$ cat src/ikarm_pkg.sv
// shared constants, types and arctangent table for the two-link arm inverse kinematics
package ikarm_pkg;

  localparam int LINK_W     = 14;
  localparam int REACH_W    = LINK_W + 1;
  localparam int PRESCALE   = 20;
  localparam int Z_W        = 34;
  localparam int SHOULDER_W = 16;
  localparam int ELBOW_W    = 15;
  localparam int ROUND_SH   = 18;
  localparam int TABLE_LEN  = 24;

  localparam logic [LINK_W-1:0] LINK_RESET = 14'd5760;
  localparam logic signed [Z_W-1:0] HALF_PI_Q30 = 34'sd1686629713;
  localparam logic signed [Z_W-1:0] ROUND_BIAS  = 34'sd131072;

  typedef enum logic [0:0] {
    REG_LINK_ONE = 1'b0,
    REG_LINK_TWO = 1'b1
  } cfg_reg_t;

  typedef struct packed {
    logic unreach;
    logic y_pos;
    logic acos_zero;
  } flags_t;

  function automatic logic [31:0] atan_q30(input int i);
    logic [31:0] v;
    case (i)
      0:  v = 32'd843314856;
      1:  v = 32'd497837829;
      2:  v = 32'd263043836;
      3:  v = 32'd133525158;
      4:  v = 32'd67021687;
      5:  v = 32'd33543515;
      6:  v = 32'd16775850;
      7:  v = 32'd8388437;
      8:  v = 32'd4194282;
      9:  v = 32'd2097149;
      10: v = 32'd1048575;
      11: v = 32'd524287;
      12: v = 32'd262143;
      13: v = 32'd131071;
      14: v = 32'd65535;
      15: v = 32'd32767;
      16: v = 32'd16383;
      17: v = 32'd8191;
      18: v = 32'd4095;
      19: v = 32'd2047;
      20: v = 32'd1023;
      21: v = 32'd511;
      22: v = 32'd255;
      23: v = 32'd127;
      default: v = 32'd0;
    endcase
    return v;
  endfunction

endpackage

$ cat src/ikarm_cordic_cell.sv
// one vectoring micro-rotation of a pipelined cordic
module ikarm_cordic_cell #(
  parameter int W     = 40,
  parameter int STAGE = 0
) (
  input  logic                             clk,
  input  logic                             en,
  input  logic signed [W-1:0]              x_i,
  input  logic signed [W-1:0]              y_i,
  input  logic signed [ikarm_pkg::Z_W-1:0] z_i,
  output logic signed [W-1:0]              x_o,
  output logic signed [W-1:0]              y_o,
  output logic signed [ikarm_pkg::Z_W-1:0] z_o
);

  localparam logic signed [ikarm_pkg::Z_W-1:0] ANG =
    ikarm_pkg::Z_W'(ikarm_pkg::atan_q30(STAGE));

  logic signed [W-1:0]              x_r, y_r, x_nxt, y_nxt, dx, dy;
  logic signed [ikarm_pkg::Z_W-1:0] z_r, z_nxt;

  always_comb begin
    dx = y_i >>> STAGE;
    dy = x_i >>> STAGE;
    if (!y_i[W-1]) begin
      x_nxt = x_i + dx;
      y_nxt = y_i - dy;
      z_nxt = z_i + ANG;
    end else begin
      x_nxt = x_i - dx;
      y_nxt = y_i + dy;
      z_nxt = z_i - ANG;
    end
  end

  always_ff @(posedge clk) begin
    if (en) begin
      x_r <= x_nxt;
      y_r <= y_nxt;
      z_r <= z_nxt;
    end
  end

  assign x_o = x_r;
  assign y_o = y_r;
  assign z_o = z_r;

endmodule

$ cat config.mk
export PLATFORM = sky130hd
export DESIGN_NAME = ikarm_cordic_cell
export DESIGN_NICKNAME = d
export VERILOG_FILES = /design/src/ikarm_pkg.sv /design/src/ikarm_cordic_cell.sv
export SDC_FILE = /design/constraint.sdc
export NUM_CORES = 1
export LEC_CHECK = 0
export BUFFER_PORTS_ARGS = -buffer_cell sky130_fd_sc_hd__buf_2
export CORE_MARGIN = 2
export CORE_UTILIZATION = 37
export CTS_CLUSTER_DIAMETER = 80
export DETAILED_ROUTE_END_ITERATION = 10
export PLACE_DENSITY = 0.55
export SLEW_MARGIN = 40
export SYNTH_ARGS = -nofsm -noshare
export SYNTH_HDL_FRONTEND = slang
export SYNTH_SLANG_ARGS = --single-unit
$ cat constraint.sdc
create_clock -name clk -period 4.1 [get_ports clk]
set_clock_uncertainty 0.15 [all_clocks]
set_input_delay 0.615 -clock clk [delete_from_list [all_inputs] [get_ports clk]]
set_output_delay 0.615 -clock clk [all_outputs]
set_load 0.02 [all_outputs]
---- Yosys cells after proc, flatten, opt, wreduce, memory -nomap -nowiden ----
Cells that the tools add are included.
cells by class
  muxes and demuxes ....................... 3
  $add $sub $neg .......................... 5
operators with widths
  kind                                                                    number
  40-bit 2-to-1 mux                                                       2
  40-bit subtractor                                                       2
  40-bit adder                                                            1
  34-bit by 31-bit adder with 34-bit output (second input constant)       1
  34-bit 2-to-1 mux                                                       1
  34-bit by 31-bit subtractor with 34-bit output (second input constant)  1
word-level totals
  word-level logic and storage cells ...... 11
  input port bits ......................... 116
  output and inout port bits .............. 114
  bits in registers ....................... 114

---- Longest topological paths before layout ----
Gate-level depths: netlist of run 1.
  depth in word-level cells ............... 2
  depth in mapped cells ................... 13
  depth with buffers taken out ............ 11

---- Worst setup path after synthesis of run 1 ----
OpenSTA, ideal clock, no wires.
  path type ............................... input port to flip-flop
  start point ............................. input y_i[39]
  end point ............................... register z_r, in the netlist z_o[31] (data pin)
  data arrival time ....................... 3.736 ns
  path buffers ............................ 2
  data required time ...................... 3.689 ns
  cell stages on the path ................. 13
  path slack .............................. -0.047 ns
  setup time .............................. 0.261 ns
  cells stage by stage .................... inv_1 clkbuf_1 clkbuf_1 ha_1 nor2b_1 o21a_1 o21ai_0 a211oi_1 o31ai_1 a21oi_1 a41oi_1 nor3_1 a311o_1
on the way
  cells in the longest elaborated chain, start to end .. 1
ends and longest elaborated chain
  item                    RTL line                 RTL
  start: declaration      ikarm_cordic_cell.sv:9   input logic signed [W-1:0] y_i,
  34-bit 2-to-1 mux       ikarm_cordic_cell.sv:25  if (!y_i[W-1]) begin
  net z_nxt (one bit)     ikarm_cordic_cell.sv:20  logic signed [ikarm_pkg::Z_W-1:0] z_r, z_nxt;
  end signal: assignment  ikarm_cordic_cell.sv:40  z_r <= z_nxt;
  end: declaration        ikarm_cordic_cell.sv:20
The timed path passes the listed nets, and every way through them passes these cells.
A chain may end at the register's enable or synchronous reset.

---- Final worst setup path of run 1 ----
  start point ............................. input x_i[0]
  end point ............................... register x_r[36], in the netlist x_o[36] (data pin)
on the way
  cells in the longest elaborated chain, start to end .. 2
  elaborated cells on any way between the ends .. 3
  classes of those cells .................. add/sub: 2; mux: 1
ends and longest elaborated chain
  item                                                      RTL line                                          RTL
  start: declaration                                        ikarm_cordic_cell.sv:8                            input logic signed [W-1:0] x_i,
  40-bit adder / 40-bit subtractor (equally long branches)  ikarm_cordic_cell.sv:26, ikarm_cordic_cell.sv:30
  40-bit 2-to-1 mux (*)                                     ikarm_cordic_cell.sv:25
  net x_nxt[36]                                             ikarm_cordic_cell.sv:19                           logic signed [W-1:0] x_r, y_r, x_nxt, y_nxt, dx, dy;
  end signal: assignment                                    ikarm_cordic_cell.sv:38                           x_r <= x_nxt;
  end: declaration                                          ikarm_cordic_cell.sv:19
The timed path passes the listed nets; every way through them passes the cells marked *.

==> results.py, run 1 <==
metrics = {
    "route": {
        "routed_wl_um": 43000,
        "initialDrtViolationCount": 949,
        "vias_per_cell": 5.53,
        "first_pass_iters": 5,
        "ant_nets": 0,
        "wl_per_cell_um": 19.3,
        "detail_route.drc_violations": 0,
        "vias": 12330,
    },
    "global_route": {
        "via_count_of_the_first_global_routing_pass": 11740,
        "grt-ovfl-total": 0,
        "grt_usage_pct": 24.5,
        "antenna_found_initial": 0,
        "grt_max_degree": 87,
        "wire_length_of_the_first_global_routing_pass_um": 65000,
    },
    "timing": {
        "period_needed_ns": 3.67,
        "tightestPinTransition_ns": 0.765,
        "finalSetupTns_ns": 0,
        "hold_viol_final": 0,
        "drv_slew": 0,
        "report.final.setup_viol": 0,
        "grt_setup_unrepaired": "false",
        "final.hold.worst_slack_ns": 0.212,
        "slew-limit-headroom_pct": 47.7,
        "maxClockFrequency_mhz": 272,
        "layout_setup_ws_ns": 0.426,
        "post-route-period-util_pct": 89.6,
    },
    "die": {
        "rows": 66,
        "initial_utilization_pct": 37.6,
        "design.die.area_sq_mm": 0.0347,
        "die_width_um": 186,
        "floorplan.die.height_um": 186,
        "io_pins": 230,
        "floorplan.core_area_sq_mm": 0.0326,
    },
    "finish": {
        "proportion_of_layout_cells_with_a_drive_suffix_above_1_pct": 21.3,
        "nets": 2040,
        "final_util_pct": 45.9,
        "postLayoutCellArea_sq_mm": 0.0150,
        "layout.filler_cells": 3350,
        "stdcell_count": 2228,
        "layout-area-overhead-vs-synth_pct": 22.1,
    },
    "yosys": {
        "synth_fp_nets": 1755,
        "postSynth.asyncResetShare_pct": 0,
        "synth_fa_ha_area_share_pct": 15.5,
        "main_synth_ff_type": "edfxtp_1",
        "mappedNetlistArea_sq_mm": 0.0123,
        "synth_seq_area_share_pct": 27.6,
        "synth-compound-area-share_pct": 27.4,
        "post-synth-top-area-cell": "edfxtp_1",
        "synth_simple_gate_area_share_pct": 15.4,
        "yosys.cell_types.count": 79,
        "synth_edf_count": 113,
        "synth_top_cell_area_share_pct": 27.6,
        "postSynthRegisterBits": 113,
        "postSynthAreaPerCell_sq_um": 8.24,
        "combinational_family_with_the_most_area_after_synthesis": "compound AO/OA/AOI/OAI gates",
        "xor_xnor_share_of_the_synthesized_area_pct": 6.42,
        "yosys-mux-area-fraction_pct": 1.48,
        "syn_inst": 1489,
        "synthesis.yosys.warnings": 0,
        "synth.area.top_cells": "edfxtp_1 28%, ha_1 15%, a21oi_1 7.5%",
    },
    "pwr": {
        "power_density_mw_per_mm2": 336,
        "leakage_dissipation_nw": 6.73,
        "vdd_drop_max_mv": 0.287,
        "finalPower_mw": 5.03,
    },
    "cts": {
        "cts_hold_buf": 0,
        "tritoncts": "yes",
        "cts.repair_timing.setup_buffer_count": 0,
        "cts.sinks": 113,
        "cts_max_path_buffers": 2,
        "clock_root_buffer": "clkbuf_16",
        "reg_clk_slew_reported_paths_ns": 0.05,
        "htree_num_levels": 4,
        "tritoncts.num_buffers": 17,
        "cts_resized": 0,
    },
    "worst_setup_path": {
        "required_ns": 4.11,
        "critPathMaxFanout": 4,
        "critPathCaptureType": "register",
        "setup.worst_path.start_class": "input port",
        "cp.arrival_ns": 3.69,
        "critical_path_class": "in2reg",
    },
    "placement": {
        "io_buf_count": 229,
        "hpwlAfterDp_um": 34700,
        "placement_setup_slack_ns": -0.0276,
        "number_of_placed_instances_taps_included": 2197,
        "dpl_cell_area_sq_mm": 0.0145,
        "gp_weighted_congestion": 0.965,
    },
    "hold_path": {
        "worstHoldPathType": "in2reg",
        "min_delay_worst_endpoint": "z_o[2]",
        "holdCritStartpoint": "z_i[2]",
        "timing.hold.worst_path_depth": 1,
    },
    "run_status": {
        "run_status": "finished clean",
    },
    "run": {
        "cap_violations": 0,
    },
}
[critical path, cell delays in order]
cell and delay [ns]:
buf_2 0.12, ha_1 0.24, fa_1 0.42, nand2b_1 0.14, a221oi_2 0.09, o22ai_2 0.29, o22ai_4 0.12, a2111oi_1 0.52
buf_4 0.22, o21ai_1 0.08, a311oi_1 0.33, buf_4 0.19, o311ai_0 0.14, xnor2_1 0.19
[area by class of cell]
type	instances	area, sq um	share of cell area (%)
Sequential cell	113	3390	22.6
Tap cell	442	553	3.69
Inverter	132	495	3.31
Clock buffer	22	444	2.96
Clock inverter	8	42.5	0.284
Antenna cell	1	2.50	0.0167
Timing Repair Buffer	329	1930	12.9
Multi-Input combinational cell	1181	8130	54.2
[sequential cells by signal, indices dropped and copies added (netlist names)]
register and flops:
y_o 39, z_o 34, x_o 40
[synth_stat cells, drive strengths merged (9+ instances only)]
master / count
clkbuf: 30
inv: 130
nand2: 93
xor2: 11
xnor2: 79
o21ai: 113
ha: 146
o211ai: 16
a21o: 43
a31oi: 18
and3: 12
a311oi: 10
o21a: 14
o21bai: 21
nor3: 27
or2: 9
nor2b: 24
mux2i: 17
nand3: 21
o31ai: 14
buf: 33
a211oi: 15
edfxtp: 113
a21oi: 186
nor2: 139
nand4: 20
nand2b: 22
[cells by family (layout without fill, tap and decap cells)]
kind of cell               Yosys count  count (layout)
DFF                                113             113
buffers and inverters              195             491
and+or+nand+nor                    399             399
xor gates and xnor gates            90              90
other                                0               1
muxes                               18              18
adders and majority gates          150             150
AOI/OAI and AO/OA                  524             524
[worst max path at each step]
| stage | startpoint | end | slack [ns] | cells past startpoint |
|---|---|---|---|---|
| after global routing | x_i[1] | y_o[39] | 0.20 | 14 |
| final | x_i[0] | x_o[36] | 0.43 | 14 |
| after global placement | x_i[0] | x_o[36] | 0.03 | 14 |
| after detailed placement | x_i[0] | x_o[36] | -0.03 | 14 |
| after floorplan | y_i[39] | z_o[31] | 0.27 | 13 |
| after CTS | x_i[0] | x_o[36] | 0.43 | 14 |
[power by group]
part	switching (mW)	internal [mW]	total, mW
clock network	0.552	0.753	1.31
logic	1.34	0.802	2.14
registers	0.0527	1.53	1.58
[cell usage in the layout (no fill, tap or decap), drive strengths merged, types with 8 or more instances in the layout]
cell | netlist | routed
clkbuf | 30 | 22
a31oi | 18 | 18
a21o | 43 | 43
o31ai | 14 | 14
nand2 | 93 | 93
a21oi | 186 | 186
and3 | 12 | 12
a311oi | 10 | 10
xnor2 | 79 | 79
nor2 | 139 | 139
o211ai | 16 | 16
nand3 | 21 | 21
or2 | 9 | 9
o21ai | 113 | 113
nand2b | 22 | 22
o21a | 14 | 14
a211oi | 15 | 15
nor3 | 27 | 27
edfxtp | 113 | 113
o21bai | 21 | 21
nor2b | 24 | 24
inv | 130 | 130
mux2i | 17 | 17
clkinv | 2 | 8
nand4 | 20 | 20
buf | 33 | 329
xor2 | 11 | 11
ha | 146 | 146
[metal layers]
| layer | up-vias | track usage (%) | wire [um] |
|---|---|---|---|
| met2 | 495 | 40.0 | 19500 |
| met1 | 5779 | 32.9 | 19700 |
| met5 | - | 0 | 0 |
| met3 | 71 | 3.82 | 2750 |
| met4 | 0 | 8.47 | 1050 |
| li1 | 5985 | - | - |
No activity file was read; power rests on OpenSTA's default activity.
==> run 2: changes to the inputs <==
--- a/config.mk
+++ b/config.mk
@@ -6,11 +6,13 @@
 export NUM_CORES = 1
 export LEC_CHECK = 0
 export BUFFER_PORTS_ARGS = -buffer_cell sky130_fd_sc_hd__buf_2
+export CELL_PAD_IN_SITES_DETAIL_PLACEMENT = 1
+export CELL_PAD_IN_SITES_GLOBAL_PLACEMENT = 1
 export CORE_MARGIN = 2
 export CORE_UTILIZATION = 37
 export CTS_CLUSTER_DIAMETER = 80
 export DETAILED_ROUTE_END_ITERATION = 10
-export PLACE_DENSITY = 0.55
+export PLACE_DENSITY = 0.76
 export SLEW_MARGIN = 40
 export SYNTH_ARGS = -nofsm -noshare
 export SYNTH_HDL_FRONTEND = slang
==> run 2 against run 1 <==
  * Count of clock-buffer cells in the layout decreased by 2
  * Critical path depth decreased by 2
  * Hold slack got worse by 0.019 ns
  * Combinational power about the same
  * Design area decreased by 0.33%
  * Routed wire length increased by 5.5%
  * Sequential power about the same
  * Clock power increased by 3%
  * First-iteration DRC count decreased by 4.8%
  * Die area unchanged
  * Critical path type unchanged
  * Highest routed layer is now met5
==> results.py, run 2 (synthesis gave the netlist of run 1 again) <==
metrics = {
    "pwr": {
        "power_density_mw_per_mm2": 341,
        "leakage_dissipation_nw": 6.70,
        "pwr-share-comb_pct": 42.5,
        "power.switching_mw": 1.97,
        "switching_power_as_a_share_of_total_power_pct": 38.6,
        "sequentialPowerShare_pct": 31.0,
        "pwr-share-clk_pct": 26.5,
        "vdd_drop_max_mv": 0.310,
        "power.internal_mw": 3.13,
    },
    "worst_setup_path": {
        "critPathMaxFanout": 10,
        "setup.worst_path.start_class": "input port",
        "critPathCaptureType": "register",
        "cp.arrival_ns": 3.67,
        "critical_path_class": "in2reg",
        "critical_path.cell_chain": "buf_2 -> inv_1 -> ha_1 -> inv_1 -> a21oi_1 -> a31oi_1 -> a2111o_1 -> o21ai_2 -> o211ai_1 -> o21a_1 -> a221oi_1 -> xor2_1",
        "required_ns": 4.13,
        "crit_path_top_delay_cell": "a2111o_1",
        "critical-path-top-cell-by-count": "inv_1",
        "worst_path_max_stage_delay_ns": 0.52,
    },
    "cts": {
        "htree_num_levels": 4,
        "cts_max_path_buffers": 2,
        "cts.repair_timing.setup_buffer_count": 0,
        "cts_hold_buf": 0,
        "reg_clk_slew_reported_paths_ns": 0.06,
        "tritoncts.num_buffers": 17,
        "clock_root_buffer": "clkbuf_16",
        "cts.sinks": 113,
        "cts_resized": 0,
        "tritoncts": "yes",
    },
    "timing": {
        "period_needed_ns": 3.64,
        "final.hold.worst_slack_ns": 0.193,
        "grt_setup_unrepaired": "false",
        "drv_slew": 0,
        "report.final.setup_viol": 0,
        "finalSetupTns_ns": 0,
        "maxClockFrequency_mhz": 275,
        "hold_viol_final": 0,
        "slew-limit-headroom_pct": 48.6,
        "post-route-period-util_pct": 88.7,
        "tightestPinTransition_ns": 0.771,
    },
    "route": {
        "initialDrtViolationCount": 903,
        "vias": 12527,
        "vias_per_cell": 5.65,
        "ant_nets": 0,
        "wl_per_cell_um": 20.4,
        "first_pass_iters": 5,
        "routed_wl_um": 45300,
        "detail_route.drc_violations": 0,
    },
    "finish": {
        "layout.filler_cells": 4019,
        "multi_input_area_sq_mm": 0.00813,
        "layout.cells.most_common_list": "227 x buf_2, 184 x a21oi_1, 146 x ha_1, 139 x nor2_1, 127 x inv_1",
        "layout_commonest_cell": "buf_2",
        "max_reg_flops": 40,
        "seqCellArea_sq_mm": 0.00339,
        "nets": 2031,
        "layout-area-overhead-vs-synth_pct": 21.7,
        "postLayoutCellArea_sq_mm": 0.0149,
        "proportion_of_layout_cells_with_a_drive_suffix_above_1_pct": 20.8,
    },
    "placement": {
        "io_buf_count": 229,
        "hpwlAfterDp_um": 36600,
        "gp_weighted_congestion": 0.936,
        "dpl_cell_area_sq_mm": 0.0144,
    },
    "global_route": {
        "wire_length_of_the_first_global_routing_pass_um": 71000,
        "antenna_found_initial": 3,
        "via_count_of_the_first_global_routing_pass": 12848,
        "grt-ovfl-total": 0,
        "grt_max_degree": 76,
        "grt_usage_pct": 26.3,
    },
    "die": {
        "initial_utilization_pct": 37.6,
        "io_pins": 230,
        "rows": 66,
        "design.die.area_sq_mm": 0.0347,
        "die_width_um": 186,
        "floorplan.die.height_um": 186,
        "floorplan.core_area_sq_mm": 0.0326,
    },
    "hold_path": {
        "worstHoldPathType": "in2reg",
    },
    "run": {
        "cap_violations": 0,
    },
    "run_status": {
        "run_status": "finished clean",
    },
}
## run 2: final timing paths
check / from / endpoint / slack [ns] / cells after the start
hold / removal: z_i[1] / z_o[1] / 0.19 / 1
setup / recovery: x_i[10] / y_o[39] / 0.46 / 12
## run 2: worst max-delay path: cells and delay by family
| kind | cells | cell delay [ns] |
|---|---|---|
| compound gates | 7 | 2.12 |
| fa+ha+maj | 1 | 0.49 |
| xor+xnor | 1 | 0.11 |
| buf+inv | 3 | 0.32 |
## run 2: power by group through the flow
| stage | clock (mW) | sequential [mW] | combinational (mW) |
|---|---|---|---|
| floorplan | 0 | 1.85 | 1.09 |
| global placement | 0 | 1.60 | 2.09 |
| detailed placement | 0 | 1.60 | 2.13 |
| CTS | 1.39 | 1.58 | 2.15 |
| global route | 1.43 | 1.60 | 2.35 |
| finish | 1.35 | 1.58 | 2.16 |
## run 2: cell type report
cell class              count  area share (%)
diodes                      1          0.0168
repair buffers            320            12.4
clock buffers              20            2.92
flip-flops and latches    113            22.7
clock inverters            10           0.477
well taps                 442            3.70
multi-input cells        1181            54.4
inverters                 132            3.32
## run 2: metrics by stage
step | setup slack [ns] | total power [mW] | cells | util [%]
final | 0.463 | 5.09 | 2219 | 45.8
after global routing | 0.269 | 5.38 | 2219 | 45.8
after CTS | 0.518 | 5.12 | 2218 | 45.8
after detailed placement | 0.0679 | 3.73 | 2188 | 44.2
after global placement | 0.184 | 3.69 | 2188 | 44.2
after floorplan | 0.268 | 2.94 | 1489 | -
## run 2: metal layers
| layer | GRT usage, % | share of wire (%) | vias up |
|---|---|---|---|
| met3 | 3.95 | 5.6 | 68 |
| met1 | 33.9 | 44 | 6088 |
| met2 | 45.4 | 48 | 426 |
| met4 | 7.94 | 2.2 | 4 |
| li1 | - | - | 5941 |
| met5 | 0 | 0.071 | - |
