<file path="config.mk">
export PLATFORM = sky130hd
export DESIGN_NAME = ikarm_sqrt_cell
export DESIGN_NICKNAME = d
export VERILOG_FILES = /design/src/ikarm_sqrt_cell.sv
export SDC_FILE = /design/constraint.sdc
export NUM_CORES = 1
export LEC_CHECK = 0
export ABC_AREA = 1
export BUFFER_PORTS_ARGS = -buffer_cell sky130_fd_sc_hd__clkbuf_2
export CELL_PAD_IN_SITES_DETAIL_PLACEMENT = 1
export CELL_PAD_IN_SITES_GLOBAL_PLACEMENT = 1
export CORE_MARGIN = 10
export CORE_UTILIZATION = 40
export CTS_BUF_LIST = sky130_fd_sc_hd__clkbuf_2 sky130_fd_sc_hd__clkbuf_4 sky130_fd_sc_hd__clkbuf_8
export CTS_CLUSTER_DIAMETER = 50
export DETAILED_ROUTE_END_ITERATION = 7
export PLACE_DENSITY_LB_ADDON = 0.1
export RECOVER_POWER = 25
export SLEW_MARGIN = 20
export SYNTH_ARGS = -nofsm -noshare
export SYNTH_HDL_FRONTEND = slang
export SYNTH_SLANG_ARGS = --single-unit
</file>
<file path="constraint.sdc">
create_clock -name clk -period 2.8 [get_ports clk]
set_input_delay 0.28 -clock clk [delete_from_list [all_inputs] [get_ports clk]]
set_output_delay 0.28 -clock clk [all_outputs]
set_load 0.02 [all_outputs]
</file>
<file path="src/ikarm_sqrt_cell.sv">
// one root bit of a pipelined floor square root
module ikarm_sqrt_cell #(
  parameter int N  = 52,
  parameter int RT = 26
) (
  input  logic          clk,
  input  logic          en,
  input  logic [N-1:0]  rad_i,
  input  logic [RT+1:0] rem_i,
  input  logic [RT-1:0] root_i,
  output logic [N-1:0]  rad_o,
  output logic [RT+1:0] rem_o,
  output logic [RT-1:0] root_o
);

  logic [N-1:0]  rad_r;
  logic [RT+1:0] rem_r;
  logic [RT-1:0] root_r;
  logic [RT+1:0] rem_nxt;
  logic [RT-1:0] root_nxt;
  logic [RT+1:0] rem_sh;
  logic [RT+1:0] trial;

  always_comb begin
    rem_sh = {rem_i[RT-1:0], rad_i[N-1:N-2]};
    trial  = {root_i, 2'b01};
    if (rem_sh >= trial) begin
      rem_nxt  = rem_sh - trial;
      root_nxt = {root_i[RT-2:0], 1'b1};
    end else begin
      rem_nxt  = rem_sh;
      root_nxt = {root_i[RT-2:0], 1'b0};
    end
  end

  always_ff @(posedge clk) begin
    if (en) begin
      rad_r  <= {rad_i[N-3:0], 2'b00};
      rem_r  <= rem_nxt;
      root_r <= root_nxt;
    end
  end

  assign rad_o  = rad_r;
  assign rem_o  = rem_r;
  assign root_o = root_r;

endmodule

</file>
# --- Yosys cells after proc, flatten, opt, wreduce, memory -nomap -nowiden ---
# Index checks and enable logic that the tools add are counted.
word_totals:
  mem_bits_rw: 0
  output_inout_bits: 106
  latchBits: 0
  romBits: 0
  memories: 0
  register_bits: 104
op_classes:
  shifts: 0
  multipliers: 0
  n_div: 0
  reduce_logical: 0
  order_cmp: 1
  n_eq_ne: 0
  muxes: 2
  n_bitwise: 0
  n_addsub: 1
ops:
  columns: ["op", "count"]
  rows:
  - [">= comparator 28 bit", 1]
  - ["two-way mux 28 bit", 1]
  - ["subtractor 28 bit", 1]
  - ["two-way mux 1 bit", 1]

# --- Depth between registers and ports, before layout ---
# Gate-level depths: netlist (run 1).
logic_depth:
  word_depth: 2
  ltp_mapped: 14

# --- Worst setup path before layout (run 1) ---
# No wires, ideal clock.
synth_timing:
  path_kind: "input port to flip-flop"
  from: "in root_i[12]"
  to: "reg rem_r[10] (netlist: rem_o[10]), data pin"
  t_arrival_ns: 1.641
  t_required_ns: 2.544
  path_slack_ns: 0.904
  cell_stages: 13
  setup_ns: 0.256
  cell_sequence: "inv_1 -> ha_1 -> nand2_2 -> inv_1 -> nand2_1 -> nand2_1 -> nand2_1 -> nand2_1 -> a21oi_4 -> nand3_4 -> buf_4 -> nand2_1 -> o21ai_1"
synth_between:
  elab_chain_len: 2
synth_lines:
  columns: ["element", "line_no", "source"]
  rows:
  - ["start: declaration", "10", "input logic [RT-1:0] root_i,"]
  - [">= comparator 28 bit", "27", "if (rem_sh >= trial) begin"]
  - ["two-way mux 28 bit", "27", null]
  - ["named net rem_nxt[10]", "19", "logic [RT+1:0] rem_nxt;"]
  - ["end signal: assignment", "39", "rem_r <= rem_nxt;"]
  - ["end: declaration", "17", "logic [RT+1:0] rem_r;"]
# The timed path passes the listed nets, and every way through them passes these cells.
# A chain may end at the register's enable or synchronous reset.

# --- Final worst setup path (run 1) ---
layout_timing:
  from: "in root_i[9]"
  to: "reg rem_r[20] (netlist: rem_o[20]), data pin"
layout_between:
  elab_chain_len: 2
layout_lines:
  columns: ["element", "line_no"]
  rows:
  - ["subtractor 28 bit or >= comparator 28 bit (tied branches)", "28, 27"]
  - ["two-way mux 28 bit *", "27"]
  - ["named net rem_nxt[20]", "19"]
# Mark *: on every way through the listed nets, which the timed path passes. The rest lies on a longest branch.

==> results.ini, run 1 <==
[timing]
clock.fmax_mhz=476
final-setup-viol-count=0
rsz0062_at_grt=no
worst_pin_slew_ns=0.517
hold_slack_ns=0.0666
worst_slack_ns=0.698
relSlewSlack=0.655
drv_slew=0
period_needed_ns=2.10
post-route-period-util=0.751
finalSetupTns_ns=0
hold_viol=0

[power_and_ir_drop]
p_leak_nw=3.81
power_mw=4.00
powerDensity_mw_per_mm2=551
peakVddDrop_mv=0.212

[finish]
nFillCells=1830
final_cell_mix=232 x nand2_1, 180 x clkbuf_2, 139 x inv_1, 104 x edfxtp_1, 33 x nor2_1
syn_to_final_growth_pct=24.5
drive_above_1_share=0.249
diodes=0
nets=1016
mostFrequentLayoutCell=nand2_1
stdcell_area_mm2=0.00726

[global_route]
grt_remaining_overflow=0
grt_pass1_wl_mm=31.2
grt_max_degree=50
grt_use_total=0.200
grt_pass1_vias=5560
antenna_found_initial=0

[worst_setup_path]
cp_top_family=simple AND/OR/NAND/NOR gates
cp-end-kind=flop
startpoint_type=input port
path_buf_inv=5
critPathMaxFanout=17
critPathKind=in2reg
crit_arrival_ns=2.24
cp_slowest_stage_delay_ns=0.33
crit_path_frequent_cell=nand2_1
required_ns=2.94
crit_path_top_delay_cell=ha_1
path_cells=clkbuf_1 -> inv_1 -> ha_1 -> nand2_1 -> inv_1 -> nand2_1 -> nand2_1 -> inv_1 -> nand3_2 -> nand2_4 -> nand3_4 -> buf_4 -> nand3_1 -> nand2_1

[clocking]
cts_sinks=104
post_cts_buffers=0
cts_inserted_buffers=9
cts_max_level=3
ctsResizeCount=0
root_buffer=clkbuf_8
cts_tree=built
clockBufferDepth=2
path_clk_slew_ns=0.10
cts_hold_buf=0

[route]
wl_met2_mm=9.56
drt-initial-drc-count=244
ant_nets=0
met1Wirelength_mm=8.83
highest_layer=met4
wl_met3_mm=1.42
drt-total-wl_mm=20.1
num_vias=5124
drc=0
wl_per_cell_um=18.8
drt-pass1-iter-count=4
via_per_inst=4.79

[hold_path]
hold_end=rad_o[29]
min_path_type=in2reg
min_from=rad_i[27]
hold_depth=1

[die]
core_area_mm2=0.0144
floorplan.initialDensity=0.404
num_rows=44
die_area_mm2=0.0198
io_pins=214
die_width_um=141
dieHeight_um=141

[logic_synthesis]
seq_area_frac_synth=0.536
synth.cell_area_mm2=0.00583
yosys_warnings=0
synth_cell_types=30
avgSynthCellArea_um2=8.79
ys_ff_latch=104
synthCells=663

[run]
cap_violations=0

[place]
dp_slack_ns=0.326
dpl_cell_area_mm2=0.00709
dpl.hpwl_mm=16.7
numPortBuffers=209
place_congestion=0.877

[outcome]
status=finished clean

==> layer usage <==
metal	up-vias	global-route usage
met2	174	0.339
met5	-	0
met1	2407	0.248
li1	2529	-
met3	14	0.0490
met4	0	0.0554
==> cells in the mapped netlist <==
cell / n / area [um2]
a21oi_4: 1 / 16.3
nand3_1: 30 / 150
buf_2: 3 / 15.0
o21bai_1: 1 / 7.51
buf_6: 3 / 33.8
conb_1: 1 / 3.75
nand4_1: 20 / 125
o21ai_2: 2 / 17.5
a21oi_1: 14 / 70.1
nor3_4: 1 / 16.3
nand3b_1: 7 / 52.6
nand2_1: 232 / 871
xnor2_1: 1 / 8.76
nand3_2: 1 / 10.0
o21ai_0: 1 / 5.00
o21ai_1: 10 / 50.1
nor2_1: 33 / 124
nor2_2: 3 / 18.8
nand2_4: 1 / 11.3
clkbuf_1: 1 / 3.75
inv_2: 2 / 7.51
nor2_4: 2 / 22.5
buf_4: 3 / 22.5
ha_1: 28 / 350
inv_1: 139 / 522
clkinv_1: 1 / 3.75
edfxtp_1: 104 / 3120
nand2_2: 3 / 18.8
nand3_4: 2 / 35.0
xor2_1: 13 / 114
==> logic make-up (layout without fill, tap and decap cells) <==
kind of cell | Yosys count | count (layout) | share of synthesized area
other | 1 | 2 | 0.000643
AO/OA/AOI/OAI | 29 | 29 | 0.0285
flip-flops | 104 | 104 | 0.536
adder cells (fa/ha/maj) | 28 | 28 | 0.0601
buffers and inverters | 152 | 373 | 0.104
AND/OR/NAND/NOR | 335 | 335 | 0.250
XOR/XNOR | 14 | 14 | 0.0210
==> flip-flops by register name, indices dropped and copies added (netlist names) <==
signal / count
rad_o: 50
rem_o: 28
root_o: 26
==> where the power goes <==
group / internal, mW / switching, mW
clock network: 0.430 / 0.567
logic: 0.336 / 0.725
registers: 1.89 / 0.0463
==> area by class of cell <==
cell class                      count  area (um2)  area share
Clock buffer                       10         131      0.0181
Clock inverter                      6        66.3     0.00914
Inverter                          142         533      0.0734
Multi-Input combinational cell    408        2100       0.290
Sequential cell                   104        3120       0.430
Tap cell                          184         230      0.0317
Timing Repair Buffer              215        1070       0.148
==> how the worst max path moves through the flow <==
stage | start | end | slack (ns) | cells past startpoint
2_1_floorplan | root_i[12] | rem_o[10] | 0.90 | 13
3_3_place_gp | root_i[16] | rem_o[21] | 0.37 | 12
3_5_place_dp | root_i[17] | rem_o[20] | 0.33 | 12
4_1_cts | root_i[17] | rem_o[20] | 0.74 | 12
5_1_grt | root_i[18] | rem_o[21] | 0.53 | 12
6_report | root_i[9] | rem_o[20] | 0.70 | 14
==> per-stage QoR <==
stage	instances	util
6_report	1069	0.503
5_1_grt	1069	0.503
4_1_cts	1069	0.506
3_5_place_dp	1053	0.492
3_3_place_gp	1053	0.492
2_1_floorplan	664	-
Power figures use the tool's default switching activity.
==> inputs of run 2 (changes only) <==
Settings changed: CORE_UTILIZATION 40 to 34.
Clock period 2.8 ns to 1.9 ns, I/O delays scaled along.
==> results.ini, run 2 (synthesis results as in run 1) <==
[outcome]
status=finished clean

[hold_path]
min_from=root_i[1]
min_path_type=in2reg

[global_route]
grt_remaining_overflow=0  ; unchanged
grt_pass1_vias=6122  ; +10%
grt_use_total=0.192  ; -0.00828
grt_pass1_wl_mm=34.0  ; +8.8%
grt_max_degree=42  ; -16%
antenna_found_initial=0  ; unchanged

[finish]
largest_reg_flops=50  ; unchanged
drive_above_1_share=0.296  ; +0.0477
postLayoutCoreUtil=0.519  ; +0.0156
nFillCells=2069  ; +13%
syn_to_final_growth_pct=48.6
multi_input_comb_area_mm2=0.00210  ; unchanged
instances_no_fill=1256  ; +17%
diodes=0  ; unchanged
nets=1167  ; +15%
final_cell_mix=232 x nand2_1, 190 x clkbuf_2, 139 x inv_1, 104 x edfxtp_1, 79 x buf_4
regArea_mm2=0.00312  ; unchanged
mostFrequentLayoutCell=nand2_1

[route]
drt-pass1-iter-count=4  ; unchanged
wl_per_cell_um=17.5  ; -6.8%
ant_nets=0  ; unchanged
drt-initial-drc-count=154  ; -37%
num_vias=5682  ; +11%
drc=0  ; unchanged
drt-total-wl_mm=22.0  ; +9.5%
via_per_inst=4.52  ; -5.6%

[power_and_ir_drop]
p_int_mw=4.08  ; +54%
p_switching_mw=2.09  ; +56%
peakVddDrop_mv=0.298  ; +41%
powerDensity_mw_per_mm2=712  ; +29%
p_comb_frac=0.309  ; +0.044
p_clk_frac=0.228  ; -0.021
seq_power_share=0.463  ; -0.022
sw_frac_of_total=0.338  ; +0.00358
p_leak_nw=4.53  ; +19%

[place]
dpl.hpwl_mm=17.1  ; +2.0%
numPortBuffers=209  ; unchanged
place_congestion=0.878  ; +0.22%
dp.cells=1166  ; +11%

[timing]
drv_slew=0  ; unchanged
period_needed_ns=1.73
hold_viol=0  ; unchanged
worst_pin_slew_ns=1.45  ; +0.936 ns
post-route-period-util=0.911
rsz0062_at_grt=no
relSlewSlack=0.0313  ; -0.624
final-setup-viol-count=0  ; unchanged
clock.fmax_mhz=577

[clocking]
post_cts_buffers=0  ; unchanged
root_buffer=clkbuf_8
ctsResizeCount=0  ; unchanged
cts_sinks=104  ; unchanged
path_clk_slew_ns=0.12  ; +0.02 ns
cts_max_level=3  ; unchanged
cts_inserted_buffers=9  ; unchanged
cts_tree=built
clockBufferDepth=2  ; unchanged

[worst_setup_path]
startpoint_type=input port
cp-end-kind=flop
required_ns=2.07  ; -0.87 ns
critPathKind=in2reg
crit_path_start=root_i[5]
critPathMaxFanout=4  ; -13
crit_arrival_ns=1.90  ; -0.34 ns

[die]
core_area_mm2=0.0167  ; +16%
io_pins=214  ; unchanged
die_width_um=151  ; +7.3%
floorplan.initialDensity=0.349  ; -0.0551
die_area_mm2=0.0228  ; +15%
num_rows=47  ; +6.8%
dieHeight_um=151  ; +7.3%

[run]
cap_violations=0  ; unchanged

run 2: cell type report:
cell class | instances | area share
Sequential cell | 104 | 0.360
Timing Repair Buffer | 366 | 0.281
Multi-Input combinational cell | 408 | 0.243
Inverter | 142 | 0.0615
Tap cell | 220 | 0.0318
Clock buffer | 10 | 0.0152
Clock inverter | 6 | 0.00722
run 2: worst paths after layout:
kind / cells after the start / slack (ns) / end
max: 12 / 0.17 / rem_o[25]
min: 2 / 0.09 / root_o[2]
run 2: what timing repair did:
item                                    4_1_cts  5_1_grt
hold endpoints to repair                     74        0
hold buffers                                 74        0
endpoints found under the setup margin        0        0
run 2: power groups by stage:
stage          combinational (mW)  sequential [mW]  clock (mW)
2_1_floorplan               0.665             3.19           0
3_3_place_gp                 1.77             2.89           0
3_5_place_dp                 1.80             2.90           0
4_1_cts                      1.93             2.85        1.47
5_1_grt                      2.11             2.88        1.57
6_report                     1.90             2.85        1.41
run 2: layer usage:
metal / vias up / part of all wire / track usage / wire [um]
li1: 2824 / - / - / -
met1: 2652 / 0.44 / 0.237 / 9630
met2: 185 / 0.47 / 0.325 / 10400
met3: 21 / 0.076 / 0.0540 / 1660
met4: 0 / 0.013 / 0.0462 / 276
met5: - / 0 / 0 / 0
run 2: metrics by stage:
step | total power, mW | area, um2 | setup TNS, ns | worst slack, ns | hold slack [ns]
finish | 6.17 | 8660 | 0 | 0.168 | 0.0882
global placement | 4.66 | 7750 | -4.57 | -0.234 | 0.368
floorplan | 3.86 | 5830 | 0 | 0.0937 | 0.289
global route | 6.55 | 8660 | 0 | 0.0230 | 0.0828
CTS | 6.25 | 8690 | 0 | 0.164 | 0.0416
detailed placement | 4.70 | 7750 | -5.70 | -0.283 | 0.369
run 2: critical path, cell delays in order:
cell and delay, ns:
clkbuf_2 0.08, inv_1 0.04, ha_1 0.35, nand2_1 0.13, nor2_1 0.24, nand3_1 0.12, nand3b_1 0.28, nand2_1 0.19
nand2_1 0.11, nand2_1 0.06, nand3_1 0.06, nand2_1 0.05
==> inputs of run 3 (changes only) <==
Settings changed: PLACE_DENSITY set to 0.8, PLACE_DENSITY_LB_ADDON 0.1 to not set.
==> results.ini, run 3 (synthesis results as in run 1) <==
[route]
drt-pass1-iter-count=4  ; unchanged
ant_nets=0  ; unchanged
wl_per_cell_um=17.3  ; -1.2%
num_vias=5755  ; +1.3%
via_per_inst=4.59  ; +1.4%
drt-total-wl_mm=21.7  ; -1.3%
drc=0  ; unchanged
drt-initial-drc-count=232  ; +51%

[hold_path]
min_from=rem_i[23]
min_path_type=in2reg
hold_depth=3  ; +1
hold_end=rem_o[25]

[worst_setup_path]
required_ns=2.06  ; about the same
startpoint_type=input port
cp_top_family=simple AND/OR/NAND/NOR gates
critPathKind=in2reg
crit_path_frequent_cell=nand2_1
crit_arrival_ns=1.86  ; -0.04 ns
cp_slowest_stage_delay_ns=0.34  ; about the same
critPathMaxFanout=4  ; unchanged
path_buf_inv=3  ; +1
crit_path_top_delay_cell=ha_1
cp-end-kind=flop
path_cells=clkbuf_1 -> inv_1 -> ha_1 -> nand2_1 -> buf_4 -> nor2_1 -> nand3_1 -> nand3_1 -> nand2_1 -> nand2_1 -> nand2_1 -> nand3_1 -> nand2_1

[timing]
hold_slack_ns=0.135  ; +0.0464 ns
relSlewSlack=0.476  ; +0.445
clock.fmax_mhz=588  ; +1.9%
hold_viol=0  ; unchanged
worst_slack_ns=0.201  ; +0.0323 ns
finalSetupTns_ns=0  ; unchanged
worst_pin_slew_ns=0.786  ; -0.668 ns
drv_slew=0  ; unchanged
rsz0062_at_grt=no
final-setup-viol-count=0  ; unchanged
post-route-period-util=0.894  ; -0.0170
period_needed_ns=1.70  ; -0.0323 ns

[power_and_ir_drop]
p_leak_nw=4.55  ; +0.30%
peakVddDrop_mv=0.329  ; +10%
powerDensity_mw_per_mm2=712  ; about the same

[die]
io_pins=214  ; unchanged
floorplan.initialDensity=0.349  ; unchanged
die_width_um=151  ; unchanged
dieHeight_um=151  ; unchanged
die_area_mm2=0.0228  ; unchanged
core_area_mm2=0.0167  ; unchanged
num_rows=47  ; unchanged

[global_route]
grt_pass1_wl_mm=33.6  ; -1.1%
grt_pass1_vias=6213  ; +1.5%
grt_remaining_overflow=0  ; unchanged
antenna_found_initial=0  ; unchanged
grt_use_total=0.190  ; -0.00161
grt_max_degree=50  ; +19%

[place]
numPortBuffers=209  ; unchanged
place_congestion=0.903  ; +2.8%
dpl_cell_area_mm2=0.00776  ; +0.13%
dpl.hpwl_mm=16.0  ; -6.4%
dp_slack_ns=-0.203  ; +0.0808 ns
dp.cells=1164  ; -0.17%

[clocking]
cts_sinks=104  ; unchanged
cts_tree=built
clockBufferDepth=2  ; unchanged
cts_inserted_buffers=9  ; unchanged
path_clk_slew_ns=0.11  ; about the same
root_buffer=clkbuf_8
ctsResizeCount=0  ; unchanged
cts_max_level=3  ; unchanged

[finish]
mostFrequentLayoutCell=nand2_1
nFillCells=2074  ; +0.24%
stdcell_area_mm2=0.00868  ; +0.19%
diodes=0  ; unchanged
drive_above_1_share=0.300  ; +0.00318
syn_to_final_growth_pct=48.9
largest_reg_flops=50  ; unchanged
final_cell_mix=232 x nand2_1, 195 x clkbuf_2, 139 x inv_1, 104 x edfxtp_1
instances_no_fill=1255  ; -0.080%
nets=1166  ; -0.086%

[outcome]
status=finished clean

[run]
cap_violations=0  ; unchanged

## run 3: cell types whose count changed in the layout (fill, tap and decap cells not counted), moves of 2 or more
cell,before,now
clkbuf_1,19,14
clkbuf_2,190,195
buf_4,79,75
buf_12,4,6
## run 3: stage by stage
stage               utilization  total power, mW
global placement          0.465             4.64
global route              0.520             6.55
finish                    0.520             6.18
detailed placement        0.465             4.70
CTS                       0.521             6.23
floorplan                     -             3.86
## run 3: area by class of cell
type | count | area (um2) | area share
Sequential cell | 104 | 3120 | 0.360
Timing Repair Buffer | 365 | 2460 | 0.284
Multi-Input combinational cell | 408 | 2100 | 0.242
Inverter | 142 | 533 | 0.0614
Tap cell | 220 | 275 | 0.0317
Clock buffer | 10 | 131 | 0.0151
Clock inverter | 6 | 52.6 | 0.00605
## run 3: layer usage
layer / GRT usage / up-vias / share of wire
met1: 0.211 / 2742 / 0.40
li1: - / 2835 / -
met2: 0.353 / 153 / 0.52
met5: 0 / - / 0
met3: 0.0445 / 25 / 0.064
met4: 0.0563 / 0 / 0.017
## run 3: worst max path at each step
stage | from | end | slack, ns | cells past startpoint
floorplan | root_i[12] | rem_o[10] | 0.09 | 13
global placement | root_i[17] | rem_o[22] | -0.11 | 13
detailed placement | root_i[17] | rem_o[24] | -0.20 | 14
CTS | root_i[17] | rem_o[24] | 0.24 | 14
global route | root_i[17] | rem_o[20] | 0.07 | 14
finish | root_i[6] | rem_o[27] | 0.20 | 13
## run 3: what timing repair did
item / CTS / global route
buffers inserted: 0 / 0
endpoints found under the hold margin: 75 / 0
hold buffers: 75 / 0
## run 3: where the power goes
group / switching, mW / leakage, nW / internal [mW] / total [mW]
Combinational: 1.15 / 3.44 / 0.787 / 1.94
Clock: 0.872 / 0.0941 / 0.516 / 1.39
Sequential: 0.0672 / 1.02 / 2.79 / 2.86
Total: 2.09 / 4.55 / 4.09 / 6.18
